--- src/hw/rtl/ffc_pkg.sv ---
// Package: op codes, word types and conversion constants for the float format converter
`default_nettype none
package ffc_pkg;

  typedef enum logic [1:0] {
    OP_F32_BF16 = 2'd0,
    OP_BF16_F32 = 2'd1,
    OP_F32_F16  = 2'd2,
    OP_F16_F32  = 2'd3
  } op_t;

  typedef struct packed {
    logic [1:0]  op;
    logic [31:0] value;
    logic        last_in;
  } in_word_t;

  typedef struct packed {
    logic [31:0] result;
    logic        last_out;
  } out_word_t;

  localparam logic [15:0] F16_INF  = 16'h7C00;
  localparam logic [15:0] F16_QNAN = 16'h0200;
  localparam logic [7:0]  F32_BIAS = 8'd127;

endpackage
`default_nettype wire

--- src/hw/rtl/ffc_core.sv ---
// Combinational conversion datapath for one word
`default_nettype none
module ffc_core (
  input  wire ffc_pkg::in_word_t  in_word,
  output ffc_pkg::out_word_t      out_word
);

  logic [31:0] v;
  logic [31:0] bf_sum;
  logic [15:0] h16;
  logic [31:0] w16;
  logic [31:0] res;

  assign v = in_word.value;
  assign bf_sum = v + 32'h0000_7FFF + {31'd0, v[16]};

  // fp32 -> fp16
  logic        sgn;
  logic [7:0]  bexp;
  logic [22:0] frac;
  logic [23:0] mant;
  logic [4:0]  sh;        // right shift 14..24 for subnormals
  logic [23:0] sub_q, rem, half, rmask;
  logic [10:0] sub_r;
  logic [15:0] nbase;
  logic [15:0] nrnd;
  logic        nup;

  always_comb begin
    sgn   = v[31];
    bexp  = v[30:23];
    frac  = v[22:0];
    mant  = {1'b1, frac};
    sh    = 5'(8'd126 - bexp);                 // -e-1 for bexp in 102..112
    sub_q = mant >> sh;
    rmask = (24'd1 << sh) - 24'd1;
    rem   = mant & rmask;
    half  = 24'd1 << (sh - 5'd1);
    sub_r = sub_q[10:0];
    if (rem > half || (rem == half && sub_q[0])) sub_r = sub_r + 11'd1;
    nbase = {1'b0, 5'(bexp - 8'd112), frac[22:13]};
    nup   = frac[12] && (frac[11:0] != 12'd0 || nbase[0]);
    nrnd  = nbase + {15'd0, nup};
    if (nrnd >= ffc_pkg::F16_INF) nrnd = ffc_pkg::F16_INF;
    if (bexp == 8'hFF)
      h16 = {sgn, 15'h7C00} | ((frac != 23'd0) ? ffc_pkg::F16_QNAN : 16'd0);
    else if (bexp > 8'd142)
      h16 = {sgn, ffc_pkg::F16_INF[14:0]};
    else if (bexp >= 8'd113)
      h16 = {sgn, nrnd[14:0]};
    else if (bexp >= 8'd102)
      h16 = {sgn, 4'd0, sub_r};
    else
      h16 = {sgn, 15'd0};
  end

  // fp16 -> fp32, leading-one search over ten fraction bits
  logic [4:0]  hexp;
  logic [9:0]  hfrac;
  logic [3:0]  lz;
  logic [9:0]  nfrac;
  always_comb begin
    hexp  = v[14:10];
    hfrac = v[9:0];
    lz    = 4'd0;
    for (int i = 0; i < 10; i++) begin
      if (hfrac[i]) lz = 4'(10 - i);
    end
    nfrac = 10'(hfrac << lz);
    if (hexp == 5'd0) begin
      if (hfrac == 10'd0) w16 = {v[15], 31'd0};
      else w16 = {v[15], 8'(ffc_pkg::F32_BIAS - 8'd14 - {4'd0, lz}), nfrac, 13'd0};
    end else if (hexp == 5'h1F) begin
      w16 = {v[15], 8'hFF, hfrac, 13'd0};
    end else begin
      w16 = {v[15], 8'({3'd0, hexp} + 8'd112), hfrac, 13'd0};
    end
  end

  always_comb begin
    unique case (ffc_pkg::op_t'(in_word.op))
      ffc_pkg::OP_F32_BF16: res = {16'd0, bf_sum[31:16]};
      ffc_pkg::OP_BF16_F32: res = {v[15:0], 16'd0};
      ffc_pkg::OP_F32_F16:  res = {16'd0, h16};
      ffc_pkg::OP_F16_F32:  res = w16;
      default:              res = 32'd0;
    endcase
  end

  assign out_word.result   = res;
  assign out_word.last_out = in_word.last_in;

endmodule
`default_nettype wire

--- src/hw/rtl/float_format_converter.sv ---
// Top level: registered float format converter, one word per cycle
// out_valid follows start through the input register and then the result register.
// Throughput: one word per cycle; busy is never raised.
// Conversion is a single combinational pass between the two registers.
// Reset (synchronous, active low) clears the valid flags; payloads are not reset.
`default_nettype none
module float_format_converter (
  input  wire                     clk,
  input  wire                     rst_n,
  input  wire                     start,
  output logic                    busy,
  input  wire ffc_pkg::in_word_t  in_word,
  output logic                    out_valid,
  output ffc_pkg::out_word_t      out_word
);

  ffc_pkg::in_word_t  in_r;
  ffc_pkg::out_word_t conv;
  ffc_pkg::out_word_t out_r;
  logic               in_vld_r, out_vld_r;

  assign busy = 1'b0;

  ffc_core u_core (.in_word(in_r), .out_word(conv));

  always_ff @(posedge clk) begin
    if (!rst_n) begin
      in_vld_r  <= 1'b0;
      out_vld_r <= 1'b0;
    end else begin
      in_vld_r  <= start;
      out_vld_r <= in_vld_r;
    end
    if (start) in_r <= in_word;
    if (in_vld_r) out_r <= conv;
  end

  assign out_valid = out_vld_r;
  assign out_word  = out_r;

endmodule
`default_nettype wire

--- config.mk ---
export PLATFORM = sky130hd
export DESIGN_NAME = float_format_converter
export DESIGN_NICKNAME = d
export VERILOG_FILES = /design/src/hw/rtl/ffc_pkg.sv /design/src/hw/rtl/ffc_core.sv /design/src/hw/rtl/float_format_converter.sv
export SDC_FILE = /design/constraint.sdc
export NUM_CORES = 1
export LEC_CHECK = 0
export BUFFER_PORTS_ARGS = -buffer_cell sky130_fd_sc_hd__buf_2
export CAP_MARGIN = 25
export CELL_PAD_IN_SITES_DETAIL_PLACEMENT = 0
export CELL_PAD_IN_SITES_GLOBAL_PLACEMENT = 1
export CORE_AREA = 2 2 131 133
export CTS_BUF_LIST = sky130_fd_sc_hd__clkbuf_4
export CTS_CLUSTER_SIZE = 28
export DETAILED_ROUTE_END_ITERATION = 6
export DIE_AREA = 0 0 133 135
export PLACE_DENSITY_LB_ADDON = 0.1
export SLEW_MARGIN = 20
export SYNTH_ARGS = -nofsm -noshare
export SYNTH_HDL_FRONTEND = slang
export SYNTH_SLANG_ARGS = --single-unit
--- constraint.sdc ---
create_clock -name clk -period 15.8 [get_ports clk]
set_clock_uncertainty 0.2 [all_clocks]
set_input_delay 1.58 -clock clk [delete_from_list [all_inputs] [get_ports clk]]
set_output_delay 1.58 -clock clk [all_outputs]
set_load 0.005 [all_outputs]
==> metrics.txt, run 1 <==
Sink Count=70; Max VDD drop=0.0441 mV; initial detailed-routing violation count=621; Pint=397 uW; Crit. path cell count=21; Worst setup SP type=flip-flop; first-pass GRT wire length=36300 um; Area contributors post-synth=edfxtp_1 29%, ha_1 6.8%, nand2_1 4.1%; cts bufs inserted=9; CP max stage delay=540 ps; routed vias=6529; Die Footprint=0.0180 mm^2; final setup TNS=0 ps; Slew Viols, Final=0; worst setup path end=out_word[11]$_DFFE_PP_; cts hold-fix bufs=0; Distinct cells, synth=89; Hold Path Depth=0; Clock Power Share=21.7%; cell area after synthesis=0.00700 mm^2; CORE AREA=0.0164 mm^2; residual DRC count=0; outcome=complete, no violations; Cell Area, Placed=0.00737 mm^2; total congestion overflow=0; Gates resized, CTS repair=0; post-synthesis instance total=792; Yosys top cell area share=29.2%; Vias per Instance=6.26; Largest delay share family, worst path=simple AND/OR/NAND/NOR gates; Hold WC Path Type=flip-flop to flip-flop; FF-to-FF Start=in_r[24]$_DFFE_PP_; Syn-to-layout area delta=7.81%; share of layout cells above drive strength 1=19.6%; MaxCap Viol Count=0; most frequent cell on the critical path=ha_1; Max Clk Rate=163 MHz; #FFs+latches synth=70; Total Routed Length=23400 um; Final Cell Area=0.00755 mm^2; WS Path Type=flip-flop to flip-flop; DRT Pass-1 Iters=5; period utilization=38.8%; RSZ-0062 raised after global routing=no; Synth area leader=edfxtp_1; syn nets=868; Comb pwr share=40.7%; Post-synth EDFFs=68; DIE HEIGHT=135 um; sequential cell area fraction in the yosys report=29.7%; largest net degree at the start of global routing=37; Reg2Reg Capture Point=out_word[11]$_DFFE_PP_; Fillers=1609; Final setup viols=0; crit path launch=in_r[24]$_DFFE_PP_; PnR Total Power=664 uW; Reg clk slew, reported paths=140 ps; WP data arrival=6120 ps; CTS Buffer Depth=2; Slew @ Worst Pin=921 ps; Fin. Hold Viols=0; switching share of power=40.2%; FF-to-FF setup slack=9670 ps; Post-synth ARST share=0%; Primary FF master, synth=edfxtp_1; Global Route Usage Sum=26.3%; io pins=73; Avg WL per Cell=22.4 um; crit path cell chain=buf_4 -> ha_1 -> xnor2_2 -> buf_4 -> inv_4 -> nand3_1 -> ha_1 -> o21ai_2 -> o21bai_2 -> o211a_1 -> o21ai_0 -> a21boi_0 -> ha_1 -> nand4_1 -> nor4_1 -> nand2_1 -> nand4b_1 -> o31ai_1 -> nor4_2 -> and4_1 -> o31ai_2; post-DP HPWL=17000 um; worst skew pair latency=450 ps; H-Tree Depth=3; Seq pwr share=37.6%; relative slew slack=38.2%; final hold slack=238 ps; placer's final routability congestion estimate=0.934; Cell Rows=47; Worst Path Buf+Inv=3; setup bufs post-CTS=0; Psw=267 uW; Starting Density=42.7%; number of global-route vias before repair=6409; CP max FO=34; initial antenna violation count=2; Worst EP required=15790 ps; Crit-path slowest cell=nor4_2; Avg Inst Size Synth=8.84 um^2; commonest non-fill, non-tap cell in the layout=nand2_1; die width=133 um; CP Capture Type=flip-flop; most frequent cells in the layout=77 x nand2_1, 71 x buf_2, 68 x edfxtp_1; crit path time final=6130 ps; Total Nets Final=893; synth warn=0; power per standard cell area=87.9 mW/mm^2; Pleak=0.00274 uW; CTS tree=done; antenna-violating nets left=0; Root Buffer=clkbuf_4; Reg2Reg Depth=21; buffers added on ports=71
[power by group through the flow]
| stage | sequential, uW | clock, uW | combinational (uW) |
|---|---|---|---|
| after floorplan | 234 | 0 | 207 |
| after global placement | 253 | 0 | 261 |
| after global routing | 252 | 155 | 293 |
| final | 250 | 144 | 270 |
| after detailed placement | 253 | 0 | 264 |
| after CTS | 249 | 148 | 266 |
[sequential cells by signal, summed over array words and instances, names as in the netlist]
| register | cells |
|---|---|
| in_vld_r | 1 |
| out_word | 33 |
| out_valid | 1 |
| in_r | 35 |
[synthesized netlist by cell type (5+ instances only)]
library cell,instances
nor3_1,16
a21o_1,7
xnor2_1,28
o21ai_0,44
nor2_1,63
nand3_1,35
edfxtp_1,68
ha_1,38
o21a_1,8
o22ai_1,7
mux2_2,23
and3_1,9
inv_1,15
or3_1,7
or2_2,5
and2_1,20
nor3b_1,5
buf_2,20
clkbuf_1,33
nor2b_1,13
nor4_1,7
nand4_1,16
mux2i_1,22
mux4_2,9
a211oi_1,8
xor2_1,11
a31oi_1,10
a21boi_0,6
o31a_1,7
a21oi_1,45
buf_4,5
a22oi_1,9
o211ai_1,9
nand2b_1,5
nand2_1,77
[routing by layer]
layer	global-route usage, %	part of all wire [%]	vias up
li1	-	-	3016
met3	5.14	7.3	66
met1	33.1	41	3146
met4	11.9	3.8	0
met5	0	0	-
met2	43.7	48	301
[area by class of cell]
| class | instances | area (um^2) | area share, % |
|---|---|---|---|
| Tap cell | 220 | 275 | 3.65 |
| Timing Repair Buffer | 77 | 400 | 5.30 |
| Antenna cell | 1 | 2.50 | 0.0332 |
| Inverter | 20 | 77.6 | 1.03 |
| Clock buffer | 10 | 75.1 | 0.995 |
| Sequential cell | 70 | 2080 | 27.6 |
| Multi-Input combinational cell | 639 | 4540 | 60.2 |
| Clock inverter | 6 | 93.8 | 1.24 |
[worst min-delay path by stage]
stage / start / endpoint / slack [ps]
global route: in_r[0]$_DFFE_PP_ / out_word[0]$_DFFE_PP_ / 250
detailed placement: in_r[0]$_DFFE_PP_ / out_word[0]$_DFFE_PP_ / 210
global placement: in_r[0]$_DFFE_PP_ / out_word[0]$_DFFE_PP_ / 200
finish: in_r[0]$_DFFE_PP_ / out_word[0]$_DFFE_PP_ / 240
floorplan: in_r[0]$_DFFE_PP_ / out_word[0]$_DFFE_PP_ / 200
CTS: in_r[0]$_DFFE_PP_ / out_word[0]$_DFFE_PP_ / 240
[cells by family after synthesis]
group                    Yosys count  share of synthesized area [%]
AND/OR/NAND/NOR                  297                           21.7
other                              1                         0.0536
multiplexers                      55                           9.95
XOR/XNOR                          41                           5.34
flip-flops                        70                           29.7
buffers and inverters             83                           5.43
adder cells (fa/ha/maj)           38                           6.79
AO/OA/AOI/OAI                    207                           21.0
[per-stage QoR]
step | util (%) | worst slack, ps | cells
after floorplan | - | 10440 | 792
after global placement | 44.9 | 9910 | 1026
after detailed placement | 44.9 | 9690 | 1026
after CTS | 46.0 | 9620 | 1042
after global routing | 46.0 | 9310 | 1043
final | 46.0 | 9670 | 1043
(Power assumes the default switching activity.)
==> run 2, diff against run 1 <==
- clock period: 15.8 -> 5.15 ns (I/O delays scaled with it)
==> metrics.txt, run 2 (synthesized netlist as in run 1, its figures left out) <==
Largest delay share family, worst path=simple AND/OR/NAND/NOR gates; relative slew slack=41.4%; CTS Buffer Depth=2; Avg WL per Cell=21.5 um; FF-to-FF setup slack=200 ps; CP Capture Type=flip-flop; Die Footprint=0.0180 mm^2; Sequential Area=0.00208 mm^2; total congestion overflow=0; Total Routed Length=23300 um; FF-to-FF Start=in_r[24]$_DFFE_PP_; Worst EP required=5270 ps; CORE AREA=0.0164 mm^2; Vias per Instance=6.09; Max VDD drop=0.125 mV; post-DP HPWL=17700 um; Hold WC Path Type=input port to flip-flop; worst skew pair latency=470 ps; pre-CTS WS=25.2 ps; most frequent cells in the layout=77 x nand2_1, 71 x buf_2, 68 x edfxtp_1; WS Path Type=flip-flop to flip-flop; initial antenna violation count=1; Starting Density=42.7%; share of layout cells above drive strength 1=22.9%; Multi-input gate area=0.00459 mm^2; DIE HEIGHT=135 um; Slew @ Worst Pin=880 ps; residual DRC count=0; crit path cell chain=ha_1 -> and3_4 -> a2111o_1 -> nand2_2 -> nand3_1 -> ha_2 -> o21ai_2 -> o21bai_4 -> mux2i_1 -> o22ai_1 -> and2_1 -> ha_1 -> nand4_1 -> nor4_2 -> nand2_1 -> nand4b_1 -> o31ai_2 -> or2_1 -> or4b_1 -> nand3_1; Sink Count=70; Reg2Reg Capture Point=out_word[5]$_DFFE_PP_; period utilization=96.1%; initial detailed-routing violation count=612; first-pass GRT wire length=36900 um; largest net degree at the start of global routing=37; setup slack after layout=202 ps; final setup TNS=0 ps; max FFs per register=35; Cell Rows=47; die width=133 um; Pleak=0.00292 uW; outcome=complete, no violations; WP data arrival=5070 ps; buffers added on ports=71; number of global-route vias before repair=6470; placer's final routability congestion estimate=0.922; CP max stage delay=510 ps; commonest non-fill, non-tap cell in the layout=nand2_1; Reg clk slew, reported paths=130 ps; hold_sp=in_word[29]; antenna-violating nets left=0; H-Tree Depth=3; worst hold endpoint=in_r[29]$_DFFE_PP_; Top reg by flops=in_r; Final setup viols=0; CP max FO=7; cts bufs inserted=9; Root Buffer=clkbuf_4; Total Nets Final=937; Hold Path Depth=1; crit path time final=4950 ps; Crit-path slowest cell=or4b_1; routed vias=6611; DRT Pass-1 Iters=5; power per standard cell area=249 mW/mm^2; Reg2Reg Depth=20; io pins=73; Fillers=1601; Fin. Hold Viols=0; Max Clk Rate=202 MHz; Worst setup SP type=flip-flop; Syn-to-layout area delta=12.6%; Slew Viols, Final=0; CTS tree=done; MaxCap Viol Count=0; Worst Path Buf+Inv=0; Global Route Usage Sum=26.5%
run 2: changes by cell type in the layout (fill, tap and decap cells not counted), moves of 2 or more:
cell and change:
clkinv_1 +2, buf_4 +36, dlygate4sd3_1 +8, bufinv_16 -2, inv_6 -2
run 2: repair_timing:
| action | in CTS | in global routing |
|---|---|---|
| hold endpoints to repair | 6 | 2 |
| buffers inserted | 0 | 2 |
| hold buffers | 6 | 2 |
| setup endpoints to repair | 0 | 8 |
| gates resized for setup | 0 | 7 |
run 2: where the power goes:
part	internal (uW)	switching [uW]
combinational	374	521
clock	97.8	210
sequential	680	76.4
total	1150	808
run 2: area by class of cell:
type                            count  area share (%)
Antenna cell                        1          0.0317
Clock buffer                       10           0.952
Clock inverter                      5           0.349
Inverter                           20           0.984
Multi-Input combinational cell    639            58.3
Sequential cell                    70            26.4
Tap cell                          220            3.49
Timing Repair Buffer              121            9.52
run 2: worst reg2reg max path: stages (launching register included):
cell and delay, ps:
edfxtp_1 400, ha_1 300, and3_4 190, a2111o_1 450
nand2_2 140, nand3_1 120, ha_2 200, o21ai_2 100
o21bai_4 210, mux2i_1 230, o22ai_1 90, and2_1 170
ha_1 290, nand4_1 130, nor4_2 340, nand2_1 120
nand4b_1 160, o31ai_2 120, or2_1 270, or4b_1 510
nand3_1 100
run 2: through the flow:
step	utilization [%]	std cells	total power [uW]	area, um^2	hold slack, ps
after floorplan	-	792	1360	7020	200
after global placement	46.6	1060	1620	7640	202
after detailed placement	46.6	1060	1630	7640	208
after CTS	47.6	1081	1940	7810	4.42
after global routing	48.1	1086	2080	7880	5.36
final	48.1	1086	1960	7880	23.9
run 2: worst max-delay path by stage:
stage | start | end | slack (ps) | cells after the start
floorplan | in_r[25]$_DFFE_PP_ | out_word[8]$_DFFE_PP_ | 20 | 23
global placement | in_r[24]$_DFFE_PP_ | out_word[8]$_DFFE_PP_ | 170 | 21
detailed placement | in_r[24]$_DFFE_PP_ | out_word[8]$_DFFE_PP_ | 30 | 21
CTS | in_r[24]$_DFFE_PP_ | out_word[8]$_DFFE_PP_ | 30 | 21
global route | in_r[25]$_DFFE_PP_ | out_word[9]$_DFFE_PP_ | -50 | 20
finish | in_r[24]$_DFFE_PP_ | out_word[5]$_DFFE_PP_ | 200 | 20
run 2: metal layers:
| layer | GRT usage [%] | vias to the layer above | wire length [um] |
|---|---|---|---|
| li1 | - | 3100 | - |
| met1 | 35.6 | 3225 | 10000 |
| met2 | 44.0 | 249 | 11300 |
| met3 | 3.79 | 37 | 1460 |
| met4 | 8.84 | 0 | 501 |
| met5 | 0 | - | 0 |
